==> config.mk <==
export PLATFORM = sky130hd
export DESIGN_NAME = ptc_tail
export DESIGN_NICKNAME = d
export VERILOG_FILES = /design/src/rtl/core/ptc_pkg.sv /design/src/rtl/core/ptc_tail.sv
export SDC_FILE = /design/constraint.sdc
export NUM_CORES = 2
export LEC_CHECK = 0
export BUFFER_PORTS_ARGS = -buffer_cell sky130_fd_sc_hd__buf_2
export CAP_MARGIN = 10
export CORE_UTILIZATION = 60
export CTS_BUF_LIST = sky130_fd_sc_hd__clkbuf_8
export CTS_CLUSTER_DIAMETER = 100
export CTS_CLUSTER_SIZE = 40
export DETAILED_ROUTE_END_ITERATION = 8
export PLACE_DENSITY = 0.78
export SLEW_MARGIN = 5
export SYNTH_ARGS = -nofsm -noshare
export SYNTH_HDL_FRONTEND = slang
export SYNTH_SLANG_ARGS = --single-unit
==> constraint.sdc <==
create_clock -name clk -period 7.83 [get_ports clk]
set_input_delay 1.9575 -clock clk [delete_from_list [all_inputs] [get_ports clk]]
set_output_delay 1.9575 -clock clk [all_outputs]
set_load 0.05 [all_outputs]
==> src/rtl/core/ptc_pkg.sv <==
`default_nettype none
package ptc_pkg;

    localparam int DIV_W = 32;

    typedef enum logic [1:0] {
        ST_OK,
        ST_UNCAL,
        ST_OSS,
        ST_ZERO
    } status_t;

    typedef enum logic [2:0] {
        CFG_WORD_A,
        CFG_WORD_B,
        CFG_WORD_C,
        CFG_CAL_VALID
    } cfg_idx_t;

    typedef struct packed {
        logic [15:0] ac1;
        logic [15:0] ac2;
        logic [15:0] ac3;
        logic [15:0] ac4;
        logic [15:0] ac5;
        logic [15:0] ac6;
        logic [15:0] b1;
        logic [15:0] b2;
        logic [15:0] mc;
        logic [15:0] md;
    } coeff_t;

    typedef struct packed {
        logic [31:0] x1;
        logic [23:0] up;
        logic [1:0]  oss;
        status_t     status;
        logic        neg;
    } tpay_t;

    typedef struct packed {
        logic [31:0] t;
        status_t     status;
        logic        big;
    } ppay_t;

    localparam logic [31:0] C_T_OFS    = 32'd4000;
    localparam logic [31:0] C_P_3038   = 32'd3038;
    localparam logic [31:0] C_P_M7357  = 32'hFFFF_E343;
    localparam logic [31:0] C_P_3791   = 32'd3791;
    localparam logic [31:0] C_B7_SCALE = 32'd50000;
    localparam logic [31:0] C_X3_OFS   = 32'd32768;

    function automatic logic [31:0] sext16(input logic [15:0] v);
        return {{16{v[15]}}, v};
    endfunction

    function automatic logic [31:0] sdiv_p2(input logic [31:0] a, input int k);
        logic [31:0] bias;
        logic [31:0] sum;
        bias = a[31] ? ((32'd1 << k) - 32'd1) : 32'd0;
        sum  = a + bias;
        return 32'($signed(sum) >>> k);
    endfunction

endpackage
`default_nettype wire

==> src/rtl/core/ptc_tail.sv <==
`default_nettype none
module ptc_tail import ptc_pkg::*; (
    input  wire logic        clk,
    input  wire logic        rst_n,
    input  wire logic        en,
    input  wire logic        in_valid,
    input  wire logic [31:0] quo,
    input  wire ppay_t       pay_in,
    output logic             out_valid,
    output logic [31:0]      temperature,
    output logic [31:0]      pressure,
    output status_t          status
);

    localparam int NS = 6;

    logic [NS-1:0] vld_reg;
    status_t     st_reg [1:NS-1];
    logic [31:0] t_reg [1:NS-1];
    logic [31:0] p_reg [1:NS-1];
    logic [31:0] x1_reg, x2m_reg;
    logic [31:0] x1sq_reg, x2_reg;
    logic [31:0] x1m_reg, x2d_reg;
    logic [31:0] sum_reg;
    logic [31:0] tout_reg, pout_reg;
    status_t     sout_reg;

    always_ff @(posedge clk or negedge rst_n)
    begin
        if (!rst_n)
        begin
            vld_reg <= '0;
        end
        else if (en)
        begin
            vld_reg <= {vld_reg[NS-2:0], in_valid};
        end
    end

    always_ff @(posedge clk)
    begin
        if (en)
        begin
            p_reg[1]  <= pay_in.big ? (quo << 1) : quo;
            t_reg[1]  <= pay_in.t;
            st_reg[1] <= pay_in.status;

            x1_reg    <= sdiv_p2(p_reg[1], 8);
            x2m_reg   <= p_reg[1] * C_P_M7357;

            x1sq_reg  <= x1_reg * x1_reg;
            x2_reg    <= sdiv_p2(x2m_reg, 16);

            x1m_reg   <= x1sq_reg * C_P_3038;
            x2d_reg   <= x2_reg;

            sum_reg   <= sdiv_p2(x1m_reg, 16) + x2d_reg + C_P_3791;

            for (int i = 2; i <= NS-1; i++)
            begin
                p_reg[i]  <= p_reg[i-1];
                t_reg[i]  <= t_reg[i-1];
                st_reg[i] <= st_reg[i-1];
            end

            sout_reg  <= st_reg[NS-1];
            if (st_reg[NS-1] == ST_OK)
            begin
                tout_reg <= t_reg[NS-1];
                pout_reg <= p_reg[NS-1] + sdiv_p2(sum_reg, 4);
            end
            else
            begin
                tout_reg <= '0;
                pout_reg <= '0;
            end
        end
    end

    assign out_valid   = vld_reg[NS-1];
    assign temperature = tout_reg;
    assign pressure    = pout_reg;
    assign status      = sout_reg;

endmodule
`default_nettype wire

==> metrics.yaml <==
outcome:
  outcome: "finished clean"
clock_tree:
  cts.path.max_buffers: 3
  cts-resized-gates: 0
  root_buffer: "clkbuf_8"
  cts_setup_buffers: 0
  cts_buffers: 23
  clkLatencyLatePin_ns: 0.72
  cts.reportedPaths.clkPinSlew_ns: 0.19
  htreeDepth: 1
  clkSinkCount: 581
  hold_buffers: 0
  cts_tree: "built"
sta:
  finalCritPeriodShare_pct: 91.8
  layout_min_cycle_time_ns: 7.19
  max_freq_ghz: 0.139
  finalSetupViolations: 0
  drv_slew: 0
  grt_setup_unrepaired: "false"
  relSlewSlack_pct: 29.4
  tightest_slew_ns: 1.04
  finalHoldViolations: 0
  clock_skew_ns: 0.0518
  final.setup.tns_ns: 0
logic_synthesis:
  postSynthCellCount: 3801
  synth_cell_types: 79
  synth-warning-count: 0
  yosysTopAreaCell: "edfxtp_1"
  synth_ff_type: "edfxtp_1"
  synth_seq_cells: 581
  avgSynthCellArea_sq_um: 12.1
  ys_seq_area_share_pct: 37.8
  synth_top_area_share_pct: 37.5
  syn-cell-area_sq_mm: 0.0460
  ys_async_sr_fraction_pct: 1.03
  yosys-top-cells-area: "edfxtp_1 (38%), fa_1 (24%), ha_1 (12%)"
  synth_edf_count: 575
floorplanning:
  die_height_um: 279
  core_area_sq_mm: 0.0759
  rows: 101
  dieArea_sq_mm: 0.0778
  die_x_um: 279
  ioPinCount: 138
  start_util_pct: 60.6
layout:
  drive_gt1_share_pct: 6.87
  largest_reg_flops: 160
  fin_nets: 5003
  final_common_cell: "inv_1"
  area_growth_pct: 5.55
  final_cell_mix: "inv_1 (848), edfxtp_1 (575), fa_1 (563)"
  post-route-util_pct: 64.0
setup_path:
  endpoint_kind: "flip-flop"
  critPathLaunchType: "flip-flop"
  arrival_ns: 7.66
  timing.setup.critical_path_class: "flip-flop to flip-flop"
  critical_path_peak_fanout: 25
  cp.required_ns: 8.30
placed_design:
  io_buffer_count: 137
  gp_congestion: 0.917
  place_hpwl_mm: 70.5
global_routing:
  grtUsageTotal_pct: 23.3
  grt_max_degree: 183
  grt_antenna_before_repair: 1
  grt_pass1_vias: 28400
  overflow: 0
  grt_pass1_wl_mm: 143
routing:
  wl_mm: 86.9
  detail-route-antenna-nets: 0
  vias: 27000
  drt_iter0_drc: 1767
  wl_per_cell_um: 17.5
  dr.pass1.iters: 5
  drc: 0
  via_per_inst: 5.42
hold_path:
  hp-class: "flip-flop to flip-flop"
flow_run:
  drv_cap: 0
==> cells by family (layout without fill, tap and decap cells) <==
| group | count (synthesis) | after routing | share of synthesized area [%] |
|---|---|---|---|
| compound gates | 351 | 351 | 5.26 |
| xor+xnor | 252 | 252 | 4.81 |
| fa+ha+maj | 1001 | 1001 | 36.4 |
| buf+inv | 906 | 1045 | 7.40 |
| flops | 581 | 581 | 37.8 |
| mux | 39 | 39 | 0.949 |
| other cells | 1 | 5 | 0.00815 |
| simple gates | 670 | 670 | 7.35 |
==> final timing paths <==
| check | start | end | slack (ns) | cells after the start |
|---|---|---|---|---|
| min in group asynchronous | rst_n | vld_reg[1] | 1.01 | 1 |
| setup reg to reg | x1_reg[1] | x1sq_reg[29] | 0.64 | 22 |
| max in group asynchronous | rst_n | vld_reg[0] | 6.69 | 1 |
| setup / recovery | x1_reg[1] | x1sq_reg[29] | 0.64 | 22 |
| hold / removal | t_reg[3][11] | t_reg[4][11] | 0.39 | 0 |
| hold reg to reg | t_reg[3][11] | t_reg[4][11] | 0.39 | 0 |
==> per-stage QoR <==
step | hold slack (ns) | cells | setup slack (ns) | area [sq um]
finish | 0.387 | 4974 | 0.642 | 48600
global route | 0.391 | 4974 | 0.241 | 48600
CTS | 0.389 | 4973 | 0.698 | 48600
detailed placement | 0.405 | 4936 | 0.701 | 48000
global placement | 0.400 | 4936 | 0.876 | 48000
floorplan | 0.400 | 3804 | 1.30 | 46000
==> layout make-up <==
cell class | count | area (sq um)
tap | 1030 | 1290
multi-input combinational | 2317 | 25200
antenna | 1 | 2.50
timing repair buffer | 160 | 893
fill | 5715 | 27400
sequential | 581 | 17400
clock inverter | 14 | 263
inverter | 848 | 3180
clock buffer | 23 | 317
==> worst max-delay path: stages (launching register included) <==
cell and delay, ns:
edfxtp_1 0.99, and2_1 0.26, inv_1 0.06, fa_1 0.48
inv_1 0.05, fa_1 0.53, inv_1 0.05, fa_1 0.56
fa_1 0.46, fa_1 0.54, inv_1 0.05, fa_1 0.47
inv_1 0.05, fa_1 0.47, inv_1 0.04, ha_1 0.34
a211o_1 0.31, or3_1 0.34, o211ai_1 0.26, a31o_2 0.26
o21ai_0 0.09, a21oi_1 0.21, xnor2_1 0.08
==> routing by layer <==
layer  global-route usage (%)  vias up  share of wire [%]
met5                        0        -                  0
met1                     31.7    13500                 43
li1                         -    12600                  -
met4                     8.40        0                3.9
met3                     2.54      187                4.6
met2                     39.0      675                 48
==> synthesized netlist by cell type, types with 50 or more instances <==
library cell  count
clkbuf_1         50
a21oi_1          78
and2_1          127
ha_1            438
xor2_1           62
o21ai_0          57
nand3_1          54
edfxtp_1        575
nand2_1         183
fa_1            563
inv_1           848
xnor2_1         189
nor2_1          131
a21o_1           56
Power is not shown: default switching activity piles up to over one toggle a cycle in this logic, so the estimate is an artifact.
