$ cat config.mk
export PLATFORM = sky130hd
export DESIGN_NAME = ptc_udiv
export DESIGN_NICKNAME = d
export VERILOG_FILES = /design/src/rtl/core/ptc_pkg.sv /design/src/rtl/core/ptc_udiv.sv
export SDC_FILE = /design/constraint.sdc
export NUM_CORES = 2
export LEC_CHECK = 0
export BUFFER_PORTS_ARGS = -buffer_cell sky130_fd_sc_hd__buf_2
export CAP_MARGIN = 20
export CORE_ASPECT_RATIO = 1.2
export CORE_MARGIN = 3
export CORE_UTILIZATION = 64
export CTS_CLUSTER_DIAMETER = 150
export DETAILED_ROUTE_END_ITERATION = 12
export PLACE_DENSITY = 0.77
export SLEW_MARGIN = 20
export SYNTH_ARGS = -nofsm -noshare
export SYNTH_HDL_FRONTEND = slang
export SYNTH_SLANG_ARGS = --single-unit
$ cat constraint.sdc
create_clock -name clk -period 4.7 [get_ports clk]
set_input_delay 0.47 -clock clk [delete_from_list [all_inputs] [get_ports clk]]
set_output_delay 0.47 -clock clk [all_outputs]
set_load 0.01 [all_outputs]
$ cat src/rtl/core/ptc_pkg.sv
`default_nettype none
package ptc_pkg;

    localparam int DIV_W = 32;

    typedef enum logic [1:0] {
        ST_OK,
        ST_UNCAL,
        ST_OSS,
        ST_ZERO
    } status_t;

    typedef enum logic [2:0] {
        CFG_WORD_A,
        CFG_WORD_B,
        CFG_WORD_C,
        CFG_CAL_VALID
    } cfg_idx_t;

    typedef struct packed {
        logic [15:0] ac1;
        logic [15:0] ac2;
        logic [15:0] ac3;
        logic [15:0] ac4;
        logic [15:0] ac5;
        logic [15:0] ac6;
        logic [15:0] b1;
        logic [15:0] b2;
        logic [15:0] mc;
        logic [15:0] md;
    } coeff_t;

    typedef struct packed {
        logic [31:0] x1;
        logic [23:0] up;
        logic [1:0]  oss;
        status_t     status;
        logic        neg;
    } tpay_t;

    typedef struct packed {
        logic [31:0] t;
        status_t     status;
        logic        big;
    } ppay_t;

    localparam logic [31:0] C_T_OFS    = 32'd4000;
    localparam logic [31:0] C_P_3038   = 32'd3038;
    localparam logic [31:0] C_P_M7357  = 32'hFFFF_E343;
    localparam logic [31:0] C_P_3791   = 32'd3791;
    localparam logic [31:0] C_B7_SCALE = 32'd50000;
    localparam logic [31:0] C_X3_OFS   = 32'd32768;

    function automatic logic [31:0] sext16(input logic [15:0] v);
        return {{16{v[15]}}, v};
    endfunction

    function automatic logic [31:0] sdiv_p2(input logic [31:0] a, input int k);
        logic [31:0] bias;
        logic [31:0] sum;
        bias = a[31] ? ((32'd1 << k) - 32'd1) : 32'd0;
        sum  = a + bias;
        return 32'($signed(sum) >>> k);
    endfunction

endpackage
`default_nettype wire

$ cat src/rtl/core/ptc_udiv.sv
`default_nettype none
module ptc_udiv import ptc_pkg::*; #(
    parameter int PW = 1
) (
    input  wire logic          clk,
    input  wire logic          rst_n,
    input  wire logic          en,
    input  wire logic          in_valid,
    input  wire logic [31:0]   num,
    input  wire logic [31:0]   den,
    input  wire logic [PW-1:0] pay_in,
    output logic               out_valid,
    output logic [31:0]        quo,
    output logic [PW-1:0]      pay_out
);

    logic [DIV_W:0]   vld_reg;
    logic [DIV_W-1:0] rem_reg [0:DIV_W];
    logic [DIV_W-1:0] nq_reg  [0:DIV_W];
    logic [DIV_W-1:0] dv_reg  [0:DIV_W];
    logic [PW-1:0]    pay_reg [0:DIV_W];

    always_ff @(posedge clk or negedge rst_n)
    begin
        if (!rst_n)
        begin
            vld_reg <= '0;
        end
        else if (en)
        begin
            vld_reg <= {vld_reg[DIV_W-1:0], in_valid};
        end
    end

    always_ff @(posedge clk)
    begin
        if (en)
        begin
            rem_reg[0] <= '0;
            nq_reg[0]  <= num;
            dv_reg[0]  <= den;
            pay_reg[0] <= pay_in;
        end
    end

    for (genvar i = 0; i < DIV_W; i++)
    begin : g_step
        logic [DIV_W+1:0] diff;
        assign diff = {1'b0, rem_reg[i], nq_reg[i][DIV_W-1]} - {2'b00, dv_reg[i]};

        always_ff @(posedge clk)
        begin
            if (en)
            begin
                rem_reg[i+1] <= diff[DIV_W+1] ? {rem_reg[i][DIV_W-2:0], nq_reg[i][DIV_W-1]}
                                              : diff[DIV_W-1:0];
                nq_reg[i+1]  <= {nq_reg[i][DIV_W-2:0], ~diff[DIV_W+1]};
                dv_reg[i+1]  <= dv_reg[i];
                pay_reg[i+1] <= pay_reg[i];
            end
        end
    end

    assign out_valid = vld_reg[DIV_W];
    assign quo       = nq_reg[DIV_W];
    assign pay_out   = pay_reg[DIV_W];

endmodule
`default_nettype wire

==> results.md <==
- Routed Antenna Nets: 0
- Unrepaired setup endpoints after global routing: false
- Largest net degree at the start of global routing: 132
- Worst clock skew: 0.0770 ns
- Worst EP required: 5.28 ns
- Clk pin slew, worst setup/hold paths: 0.07 ns
- WL final: 358,000 um
- Cells after Synth: 12,200
- Most frequent cell after synthesis: edfxtp_1
- Largest area contributor in the netlist: edfxtp_1
- Total track usage: 0.282
- Sequential Area: 0.0941 sq mm
- Final Setup Violations: 0
- Die ar.: 0.249 sq mm
- Die height: 546 um
- Sequential-to-total area share from yosys stat: 0.604
- Register-to-register setup slack: 0.05 ns
- Final worst path period share: 0.989
- Gpl congestion: 0.973
- Core box area: 0.241 sq mm
- Grt total ovfl: 0
- Dpl cells: 15,500
- F_max: 215 MHz
- Synth top area share: 0.599
- Crit end category: flop
- Fin nets: 13,800
- R2R cell count: 14
- Synthesis-to-finish area growth: 10.8%
- Worst setup path start: dv_reg[0][518]
- CTS tree: yes
- Max-slew violations: 0
- Post-Syn Area: 0.156 sq mm
- Hold Crit Depth: 1
- PortBufs: 102
- Slew @ Worst Pin: 1.19 ns
- Residual DRC: 0
- Total Power: 120 mW
- Min Clock Period, post-route: 4.65 ns
- Router iterations before antenna repair: 6
- Vias: 97,700
- # rows: 197
- Critical path class: flop to flop
- Num CTS Buffers: 316
- Layout fillers: 15,700
- Hpwl dp: 260,000 um
- Max cap viols: 0
- HP Start: en
- Multi-input logic area: 0.0561 sq mm
- Most used DFF post-synth: edfxtp_1
- Chip width: 456 um
- WL per Instance: 22.2 um
- Pwr dens: 698 mW/mm^2
- Vias per inst: 6.07
- Hold_ws: 0.0940 ns
- Most common library cells after synthesis: 3,105 x edfxtp_1, 1,233 x inv_1, 993 x ha_1, 867 x a21oi_1, 699 x nand2_1
- FF-to-FF End: rem_reg[0][562]
- Initial Util: 0.646
- H-tree Lvls: 5
- Layout cells sized above 1: 0.111
- Clk buf depth: 4
- Final Hold Fails: 0
- Crit start category: flop
- Initial drt markers: 6,714
- Initial antenna violation count: 3
- Mean post-synth cell area: 12.8 sq um
- Normalized max-slew margin: 0.207
- Yosys warnings: 0
- Yosys reg bits: 3,138
- HP Class: input pin to flop
- Vias in the first global route: 102,000
- Number of flip-flops in the largest register: 1,056
- Arrival time at the worst endpoint: 5.23 ns
- First-pass GRT wire length: 551,000 um
- CP Max Fanout: 32
- Hold-critical path endpoint: nq_reg[0][13]
- Outcome: complete, no violations
- I/O pin count: 103
- Worst vdd ir: 0.364 mV
- Synth cell types: 107
- Final cell count without fillers: 16,100
- CTS root buf: clkbuf_16
- Top cells by area, synth: edfxtp_1 60%, ha_1 8.0%, mux2_2 3.9%, inv_1 3.0%, a21oi_1 2.8%
- Leak: 69.3 nW
- Reg-to-reg startpoint: dv_reg[0][518]
- Ys async rst share: 0.0105
- CTS sink count: 3,138
- EDFF count, synth: 3,105
- Worst-Skew Late Latency: 0.90 ns
-- layout by cell type (no fill, tap or decap), types with 114 or more instances in the layout --
cell type / n
clkbuf_16: 321
xnor2_1: 466
xor2_1: 311
o21a_1: 148
a21oi_1: 865
nand2_1: 699
mux2_2: 534
o21ai_0: 625
edfxtp_1: 3105
nor2_1: 643
inv_1: 1233
a21o_1: 445
nor3_1: 121
nand3_1: 164
buf_4: 190
nand2b_1: 114
ha_1: 993
-- cell type report --
cell class | instances | share of cell area
flip-flops and latches | 3138 | 0.546
multi-input cells | 7585 | 0.325
clock buffers | 373 | 0.0477
inverters | 1233 | 0.0268
well taps | 3184 | 0.0231
repair buffers | 407 | 0.0208
clock inverters | 185 | 0.0105
diodes | 2 | 0.0000290
-- worst max-delay path, stage by stage, from the launching register on --
cell       delay, ns
edfxtp_1        0.37
inv_1           0.05
ha_1            0.34
a2111oi_1       0.80
a2111oi_1       0.32
buf_4           0.22
o21ai_1         0.12
buf_4           0.14
a31oi_1         0.23
buf_4           0.24
o2111ai_1       0.21
o211ai_1        0.27
o41ai_4         0.34
buf_12          0.26
mux2_1          0.38
-- report_power, final --
group,internal (mW),switching (mW),leakage (nW)
clock,14.2,10.7,4.90
sequential,39.9,3.94,30.8
combinational,22.9,28.7,33.6
total,77.0,43.4,69.3
-- routing by layer --
metal / up-vias / GRT usage / routed length (um)
met5: - / 0 / 0
met1: 47700 / 0.260 / 115000
li1: 46200 / - / -
met4: 0 / 0.197 / 28600
met2: 2678 / 0.564 / 203000
met3: 1188 / 0.0336 / 11800
-- cell families (layout without fill, tap and decap cells) --
family,after synthesis,after routing,synth area share
buffers and inverters,1447,2198,0.0364
other,1,17,0.0000241
multiplexers,590,590,0.0427
XOR/XNOR,777,777,0.0437
flip-flops,3138,3138,0.604
AND/OR/NAND/NOR,2212,2212,0.0661
AO/OA/AOI/OAI,2968,2968,0.123
adder cells (fa/ha/maj),1023,1023,0.0837
-- repair_timing --
action,CTS,global route
buffers inserted,0,0
hold buffers,67,0
hold endpoints to repair,99,0
pin swaps,0,0
resized for setup,1,5
endpoints found under the setup margin,3,30
-- how the worst max path moves through the flow --
| stage | to | slack (ns) | cells past startpoint |
|---|---|---|---|
| floorplan | rem_reg[0][414] | 1.14 | 14 |
| global placement | rem_reg[0][562] | 0.10 | 15 |
| detailed placement | rem_reg[0][562] | -0.0009 | 15 |
| CTS | rem_reg[0][636] | 0.04 | 15 |
| global route | rem_reg[0][850] | 0.03 | 14 |
| finish | rem_reg[0][562] | 0.05 | 14 |
-- through the flow --
step                worst slack, ns   util   TNS (ns)  cell area (sq um)
floorplan                      1.14      -          0             156000
global placement              0.103  0.671          0             162000
detailed placement        -0.000938  0.671  -0.000938             162000
CTS                          0.0417  0.715          0             172000
global route                 0.0256  0.715          0             172000
finish                       0.0537  0.715          0             172000
Power figures use the tool's default switching activity.
