==> src/rtl/core/ptc_pkg.sv <==
`default_nettype none
package ptc_pkg;

    localparam int DIV_W = 32;

    typedef enum logic [1:0] {
        ST_OK,
        ST_UNCAL,
        ST_OSS,
        ST_ZERO
    } status_t;

    typedef enum logic [2:0] {
        CFG_WORD_A,
        CFG_WORD_B,
        CFG_WORD_C,
        CFG_CAL_VALID
    } cfg_idx_t;

    typedef struct packed {
        logic [15:0] ac1;
        logic [15:0] ac2;
        logic [15:0] ac3;
        logic [15:0] ac4;
        logic [15:0] ac5;
        logic [15:0] ac6;
        logic [15:0] b1;
        logic [15:0] b2;
        logic [15:0] mc;
        logic [15:0] md;
    } coeff_t;

    typedef struct packed {
        logic [31:0] x1;
        logic [23:0] up;
        logic [1:0]  oss;
        status_t     status;
        logic        neg;
    } tpay_t;

    typedef struct packed {
        logic [31:0] t;
        status_t     status;
        logic        big;
    } ppay_t;

    localparam logic [31:0] C_T_OFS    = 32'd4000;
    localparam logic [31:0] C_P_3038   = 32'd3038;
    localparam logic [31:0] C_P_M7357  = 32'hFFFF_E343;
    localparam logic [31:0] C_P_3791   = 32'd3791;
    localparam logic [31:0] C_B7_SCALE = 32'd50000;
    localparam logic [31:0] C_X3_OFS   = 32'd32768;

    function automatic logic [31:0] sext16(input logic [15:0] v);
        return {{16{v[15]}}, v};
    endfunction

    function automatic logic [31:0] sdiv_p2(input logic [31:0] a, input int k);
        logic [31:0] bias;
        logic [31:0] sum;
        bias = a[31] ? ((32'd1 << k) - 32'd1) : 32'd0;
        sum  = a + bias;
        return 32'($signed(sum) >>> k);
    endfunction

endpackage
`default_nettype wire

==> src/rtl/core/ptc_front.sv <==
`default_nettype none
module ptc_front import ptc_pkg::*; (
    input  wire logic        clk,
    input  wire logic        rst_n,
    input  wire logic        en,
    input  wire logic        in_valid,
    input  wire logic [15:0] raw_temperature,
    input  wire logic [23:0] raw_pressure,
    input  wire logic [2:0]  oversampling,
    input  wire logic        cal_valid,
    input  wire coeff_t      coeff,
    output logic             out_valid,
    output logic [31:0]      num,
    output logic [31:0]      den,
    output tpay_t            pay
);

    logic [3:0]  vld_reg;
    logic [31:0] d1_reg;
    logic [31:0] m1_reg;
    logic [31:0] x1_reg;
    logic [31:0] den_reg;
    logic [31:0] num_reg;
    logic [23:0] up1_reg, up2_reg, up3_reg;
    logic [1:0]  oss1_reg, oss2_reg, oss3_reg;
    status_t     st1_reg, st2_reg, st3_reg;
    tpay_t       pay_reg;
    logic [31:0] anum_reg, aden_reg;
    logic [23:0] up_next;
    status_t     st_next;
    logic [31:0] x1_next, den_next;

    always_comb
    begin
        case (oversampling[1:0])
            2'd0:    up_next = raw_pressure >> 8;
            2'd1:    up_next = raw_pressure >> 7;
            2'd2:    up_next = raw_pressure >> 6;
            default: up_next = raw_pressure >> 5;
        endcase
        if (!cal_valid)
        begin
            st_next = ST_UNCAL;
        end
        else if (oversampling[2])
        begin
            st_next = ST_OSS;
        end
        else
        begin
            st_next = ST_OK;
        end
        x1_next  = sdiv_p2(m1_reg, 15);
        den_next = x1_next + sext16(coeff.md);
    end

    always_ff @(posedge clk or negedge rst_n)
    begin
        if (!rst_n)
        begin
            vld_reg <= '0;
        end
        else if (en)
        begin
            vld_reg <= {vld_reg[2:0], in_valid};
        end
    end

    always_ff @(posedge clk)
    begin
        if (en)
        begin
            d1_reg   <= {16'd0, raw_temperature} - {16'd0, coeff.ac6};
            up1_reg  <= up_next;
            oss1_reg <= oversampling[1:0];
            st1_reg  <= st_next;

            m1_reg   <= d1_reg * {16'd0, coeff.ac5};
            up2_reg  <= up1_reg;
            oss2_reg <= oss1_reg;
            st2_reg  <= st1_reg;

            x1_reg   <= x1_next;
            den_reg  <= den_next;
            num_reg  <= sext16(coeff.mc) << 11;
            up3_reg  <= up2_reg;
            oss3_reg <= oss2_reg;
            st3_reg  <= (st2_reg == ST_OK && den_next == 32'd0) ? ST_ZERO : st2_reg;

            anum_reg       <= num_reg[31] ? (32'd0 - num_reg) : num_reg;
            aden_reg       <= den_reg[31] ? (32'd0 - den_reg) : den_reg;
            pay_reg.x1     <= x1_reg;
            pay_reg.up     <= up3_reg;
            pay_reg.oss    <= oss3_reg;
            pay_reg.status <= st3_reg;
            pay_reg.neg    <= num_reg[31] ^ den_reg[31];
        end
    end

    assign out_valid = vld_reg[3];
    assign num       = anum_reg;
    assign den       = aden_reg;
    assign pay       = pay_reg;

endmodule
`default_nettype wire

==> config.mk <==
export PLATFORM = sky130hd
export DESIGN_NAME = ptc_front
export DESIGN_NICKNAME = d
export VERILOG_FILES = /design/src/rtl/core/ptc_pkg.sv /design/src/rtl/core/ptc_front.sv
export SDC_FILE = /design/constraint.sdc
export NUM_CORES = 1
export LEC_CHECK = 0
export ABC_AREA = 1
export ABC_CLOCK_PERIOD_IN_PS = 15670
export BUFFER_PORTS_ARGS = -buffer_cell sky130_fd_sc_hd__buf_2
export CAP_MARGIN = 25
export CORE_AREA = 2 2 219 221
export CTS_BUF_LIST = sky130_fd_sc_hd__clkbuf_8
export CTS_CLUSTER_SIZE = 20
export DETAILED_ROUTE_END_ITERATION = 12
export DIE_AREA = 0 0 221 223
export PLACE_DENSITY = 0.69
export REMOVE_ABC_BUFFERS = 1
export SYNTH_ARGS = -nofsm -noshare
export SYNTH_HDL_FRONTEND = slang
export SYNTH_SLANG_ARGS = --single-unit
==> constraint.sdc <==
create_clock -name clk -period 15.67 [get_ports clk]
set_input_delay 1.567 -clock clk [delete_from_list [all_inputs] [get_ports clk]]
set_output_delay 1.567 -clock clk [all_outputs]
set_load 0.02 [all_outputs]
==> flow_summary.yaml, run 1 <==
outcome:
  status: "completed"
logic_synthesis:
  avgSynthCellArea_sq_um: 9.62
  yosysSeqAreaShare: 0.353
  yosys.cell_count.top_type: "inv_1"
  synth-seq-cells: 263
  synth_area_sq_mm: 0.0223
  async_flop_share: 0.0152
  synth_top_area_share: 0.348
  synth_warnings: 0
  synth_edf_count: 259
  synth_cell_type_count: 52
  synth_common_cells: "555 x inv_1, 516 x nand2_1, 272 x fa_1"
  synthFlopType: "edfxtp_1"
  synth.area.top_cells: "edfxtp_1 35%, fa_1 24%, inv_1 9.3%, nand2_1 8.7%, ha_1 6.4%"
  synth_largest_area_cell: "edfxtp_1"
  syn_inst: 2322
hold_path:
  hold_path_startpoint: "up3_reg[3]"
  hold_class: "flip-flop to flip-flop"
run:
  drv_cap: 0
placed_design:
  dpl.cell_count: 3080
  port_buffers: 216
  hpwl_microns: 35900
  dpl-instance-area_sq_mm: 0.0238
  routabilityCongestion: 0.901
floorplan:
  dieArea_sq_mm: 0.0493
  die_h_microns: 223
  die_w_microns: 221
  core_area_sq_mm: 0.0471
  io-pin-count: 334
  start_util: 0.474
  num_rows: 80
worst_setup_path:
  cp_data_required_time_ps: 16000
  crit_arrival_ps: 7250
  reg2reg_from: "d1_reg[30]"
  crit_type: "primary input to flip-flop"
  cp_max_fo: 17
  crit_path_start_kind: "primary input"
  critPathLaunch: "coeff[81]"
  endpoint_kind: "flip-flop"
clocking:
  cts_buffers: 43
  clkSlewWorstSetupHoldPaths_ps: 60
  cts_hold_buf: 0
  clock_sinks: 263
  htree_levels: 2
  cts-root-buf: "clkbuf_8"
  clock_latency_ps: 620
  tritoncts: "done"
  clockBufferDepth: 3
  post_cts_resized: 0
  post-cts-setup-buffers: 0
sta:
  hold_viol: 0
  rsz0062_at_grt: "no"
  fin_tns_setup_ps: 0
  slew_headroom: 0.352
  clock_skew_ps: 46.6
  post-route-min-period_ps: 6920
  period_share: 0.442
  slew_violations: 0
  clock.fmax_mhz: 145
  worstMarginPinSlew_ps: 968
  setup_viol: 0
drt:
  first_pass_iters: 8
  initialDrtViolationCount: 656
  vias_per_cell: 4.84
  via_count: 15300
  wl_per_cell_microns: 14.0
  drcViolationCount: 0
  drt-total-wl_microns: 44300
  ant_nets: 0
layout:
  final_area_sq_mm: 0.0247
  nets: 3105
  drive_above_1_share: 0.129
  fin_cells: 3160
  num_antenna_cells: 0
  utilization: 0.523
  syn2layout_area_growth_pct: 10.5
  largest_register_ffs: 50
  nFillCells: 4124
global_route:
  globalRouteTotalUtil: 0.183
  grt-ovfl-total: 0
  grt_max_degree: 125
  antenna_found_initial: 0
  grt_first_pass_wirelength_microns: 74100
  grt_pass1_vias: 15800
cell type report:
cell class,count,area (sq um),area share
clock buffer,43,592,0.0240
clock inverter,36,292,0.0118
inverter,556,2090,0.0846
multi-input combinational,1427,11900,0.483
sequential,263,7880,0.319
tap,615,769,0.0312
timing repair buffer,220,1130,0.0459
kinds of logic after synthesis:
group,count (synthesis),synth area share
adders and majority gates,386,0.308
and+or+nand+nor,745,0.139
other,1,0.000168
DFF,263,0.353
buffers and inverters,662,0.118
muxes,2,0.00101
AOI/OAI and AO/OA,171,0.0448
xor gates and xnor gates,92,0.0364
placed cells by master (no fill, tap or decap), types with 33 or more instances in the layout:
cell type    n
o21ai_0     39
clkbuf_8    43
xnor2_1     33
inv_1      563
a21oi_1     78
nor2_1     111
edfxtp_1   259
nand2_1    516
buf_2      215
ha_1       114
fa_1       272
nand3_1     40
xor2_1      58
per-stage QoR:
| step | setup WS [ps] | hold WS, ps |
|---|---|---|
| 4_1_cts | 8770 | 382 |
| 3_5_place_dp | 8140 | 405 |
| 6_report | 8750 | 386 |
| 5_1_grt | 8430 | 393 |
| 3_3_place_gp | 8130 | 401 |
| 2_1_floorplan | 8990 | 400 |
critical path, stage by stage:
cell	delay [ps]
buf_2	220
nand2_1	160
inv_1	110
fa_1	730
inv_1	120
fa_1	550
inv_1	280
fa_1	510
fa_1	510
fa_1	500
inv_1	50
fa_1	470
inv_1	40
ha_1	370
nand2_1	120
nor2_1	170
nand2_1	120
or2_2	300
nand3_1	160
inv_1	60
nand2_1	60
nand2_1	60
final timing paths:
path                       cells past startpoint  slack, ps          to
min in group asynchronous                      1        750  vld_reg[1]
min                                            0        390      pay[8]
min reg2reg                                    0        390      pay[8]
max in group asynchronous                      1      14790  vld_reg[0]
max reg2reg                                   21       9120  m1_reg[31]
max                                           22       8750  m1_reg[31]
metal layers:
layer | vias to the layer above | part of all wire | GRT usage
li1 | 7439 | - | -
met1 | 7334 | 0.43 | 0.229
met2 | 414 | 0.48 | 0.316
met3 | 95 | 0.057 | 0.0377
met4 | 0 | 0.030 | 0.0645
met5 | - | 0 | 0
Power of run 1 is not shown: default switching activity piles up to over one toggle a cycle in this logic, so the estimate is an artifact.
==> run 2: changes to the inputs <==
ABC_AREA = 0   (was 1)
ABC_CLOCK_PERIOD_IN_PS = 6250   (was 15670)
CORE_AREA = 2 2 213 215   (was 2 2 219 221)
DIE_AREA = 0 0 215 217   (was 0 0 221 223)
PLACE_DENSITY = 0.72   (was 0.69)
clock period = 6.25 ns   (was 15.67 ns; I/O delays follow)
==> run 2 against run 1 <==
Effect of this change:
- setup slack got worse by 8500 ps
- synthesized area fell by 5.2%
- cell count fell by 13%
- first-iteration DRC count rose by 10%
- non-clock buffer count rose by 96
- hold slack got worse by 170 ps
- register-to-register slack got worse by 8900 ps
- cell area fell by 1.5%
- wire length fell by 6.0%
- sequential share of layout area rose by 0.50 points
- core utilization rose by 2.0 points
- die area fell by 5.3%
- critical path type is now flip-flop to flip-flop
==> flow_summary.yaml, run 2 <==
worst_setup_path:
  crit_top_cell: "fa_1"
  cpMaxStageDelayCell: "fa_1"
  crit_arrival_ps: 6320
  crit_type: "flip-flop to flip-flop"
  crit_chain: "buf_6 -> and2_1 -> fa_1 -> inv_1 -> fa_1 -> fa_1 -> inv_1 -> fa_1 -> fa_1 -> inv_1 -> fa_1 -> inv_1 -> ha_1 -> nand3_1 -> a21boi_0 -> a31oi_2 -> a31oi_2 -> o211ai_1 -> o21a_2 -> o211ai_1 -> o211ai_1"
  cp_max_fo: 12
  crit_path_start_kind: "flip-flop"
  endpoint_kind: "flip-flop"
  slowest_delay_ps: 540
  cp_data_required_time_ps: 6540
sta:
  clock.fmax_mhz: 166
  period_share: 0.965
  post-route-min-period_ps: 6030
  clock_skew_ps: 50.8
  worstMarginPinSlew_ps: 924
  hold_viol: 0
  slew_headroom: 0.384
  setup_viol: 0
  rsz0062_at_grt: "yes"
  fin_tns_setup_ps: 0
  slew_violations: 0
layout:
  nFillCells: 3772
  final_cell_mix: "329 x inv_1, 272 x fa_1, 259 x edfxtp_1, 215 x buf_2, 184 x nand2_1"
  multi_input_area_sq_mm: 0.0118
  largest_register_ffs: 50
  nets: 2717
  syn2layout_area_growth_pct: 14.8
  drive_above_1_share: 0.191
  num_antenna_cells: 0
  final_common_cell: "inv_1"
  seqCellArea_sq_mm: 0.00788
clocking:
  cts-root-buf: "clkbuf_8"
  clock_sinks: 263
  htree_levels: 2
  tritoncts: "done"
  cts_buffers: 43
  clkSlewWorstSetupHoldPaths_ps: 60
  clockBufferDepth: 3
  clock_latency_ps: 610
logic_synthesis:
  synth_cell_type_count: 61
  synth_edf_count: 259
  syn_inst: 1809
  yosys.area_share.simple: 0.106
  muxShareOfSynthArea: 0.0192
  synth_top_family_by_area: "adder cells"
  synth_xor_area_frac: 0.0455
  avgSynthCellArea_sq_um: 11.7
  synth_largest_area_cell: "edfxtp_1"
  yosys.cell_count.top_type: "inv_1"
  synth.area.top_cells: "edfxtp_1 37%, fa_1 26%, ha_1 6.7%, inv_1 5.6%, and2_1 3.8%"
  synthFlopType: "edfxtp_1"
  yosysSeqAreaShare: 0.372
  synth_warnings: 0
  synth_area_sq_mm: 0.0212
  async_flop_share: 0.0152
  synth_top_area_share: 0.368
  yosys.area_share.adder: 0.325
  synth-seq-cells: 263
  synth_common_cells: "317 x inv_1, 272 x fa_1, 259 x edfxtp_1"
  synth_compound_area_frac: 0.0557
floorplan:
  start_util: 0.473
  die_w_microns: 215
  die_h_microns: 217
  num_rows: 78
  dieArea_sq_mm: 0.0467
  core_area_sq_mm: 0.0447
  io-pin-count: 334
hold_path:
  hold_class: "primary input to flip-flop"
outcome:
  status: "completed"
global_route:
  grt-ovfl-total: 0
  grt_first_pass_wirelength_microns: 68200
  globalRouteTotalUtil: 0.181
  grt_pass1_vias: 14200
  grt_max_degree: 159
  antenna_found_initial: 0
placed_design:
  port_buffers: 216
  routabilityCongestion: 0.880
  hpwl_microns: 33800
drt:
  vias_per_cell: 4.93
  drcViolationCount: 0
  initialDrtViolationCount: 723
  via_count: 13600
  first_pass_iters: 5
  drt-total-wl_microns: 41700
  ant_nets: 0
  wl_per_cell_microns: 15.1
run:
  drv_cap: 0
## run 2: changes by cell type after synthesis, sizes merged, moves of 15 or more
cell    before  now
xnor2       33   86
and2         3  131
nand4       17    2
xor2        59   24
nand2      529  185
nor2       121   37
a21o         6   23
clkbuf      66   41
a21oi       80   41
inv        555  317
nand3       47   21
## run 2: timing repair
action                                  in CTS  in global routing
cloned                                       0                  0
endpoints found under the hold margin        4                  0
endpoints found under the setup margin       4                 10
gates resized for setup                      1                 15
setup buffers                                0                  6
hold buffers                                 1                  0
pin swaps                                    0                  9
## run 2: critical path: cells and delay by family, from the launching register on
family | cells | cell delay [ps]
AND/OR/NAND/NOR | 2 | 250
AO/OA/AOI/OAI | 7 | 1280
buffers and inverters | 5 | 410
adder cells (fa/ha/maj) | 7 | 3320
flip-flops | 1 | 470
## run 2: path summary, 6_finish.rpt
check,start,to,slack [ps],cells after the start
setup / recovery,d1_reg[8],m1_reg[31],220,21
hold / removal,coeff[25],num_reg[20],220,1
setup reg to reg,d1_reg[8],m1_reg[31],220,21
hold reg to reg,up1_reg[4],up2_reg[4],400,0
max in group asynchronous,rst_n,vld_reg[2],5750,2
min in group asynchronous,rst_n,vld_reg[3],380,2
## run 2: area by class of cell
class | instances | share of cell area
multi-input combinational | 1182 | 0.487
sequential | 263 | 0.324
timing repair buffer | 316 | 0.0774
inverter | 317 | 0.0490
tap | 600 | 0.0309
clock buffer | 43 | 0.0244
clock inverter | 30 | 0.00705
## run 2: cell families (layout without fill, tap and decap cells)
| family | Yosys count | count (layout) |
|---|---|---|
| buf+inv | 394 | 706 |
| other cells | 1 | 31 |
| fa+ha+maj | 386 | 386 |
| mux | 25 | 25 |
| xor+xnor | 110 | 110 |
| compound gates | 176 | 176 |
| flops | 263 | 263 |
| simple gates | 454 | 454 |
## run 2: per-layer routing
| layer | global-route usage | vias to the layer above | part of all wire |
|---|---|---|---|
| met4 | 0.0559 | 0 | 0.021 |
| li1 | - | 6452 | - |
| met1 | 0.218 | 6692 | 0.42 |
| met2 | 0.328 | 361 | 0.51 |
| met3 | 0.0366 | 71 | 0.051 |
| met5 | 0 | - | 0 |
## run 2: stage by stage
stage | hold slack [ps] | instance area [sq um] | setup WS [ps] | utilization | cells
finish | 215 | 24300 | 218 | 0.544 | 2751
global route | 159 | 24300 | -19.0 | 0.544 | 2751
CTS | 156 | 24200 | 13.0 | 0.541 | 2745
detailed placement | 405 | 23400 | -384 | 0.524 | 2671
global placement | 400 | 23400 | -268 | 0.524 | 2671
floorplan | 329 | 20900 | 268 | - | 1762
Power of run 2 is left out for the same reason.
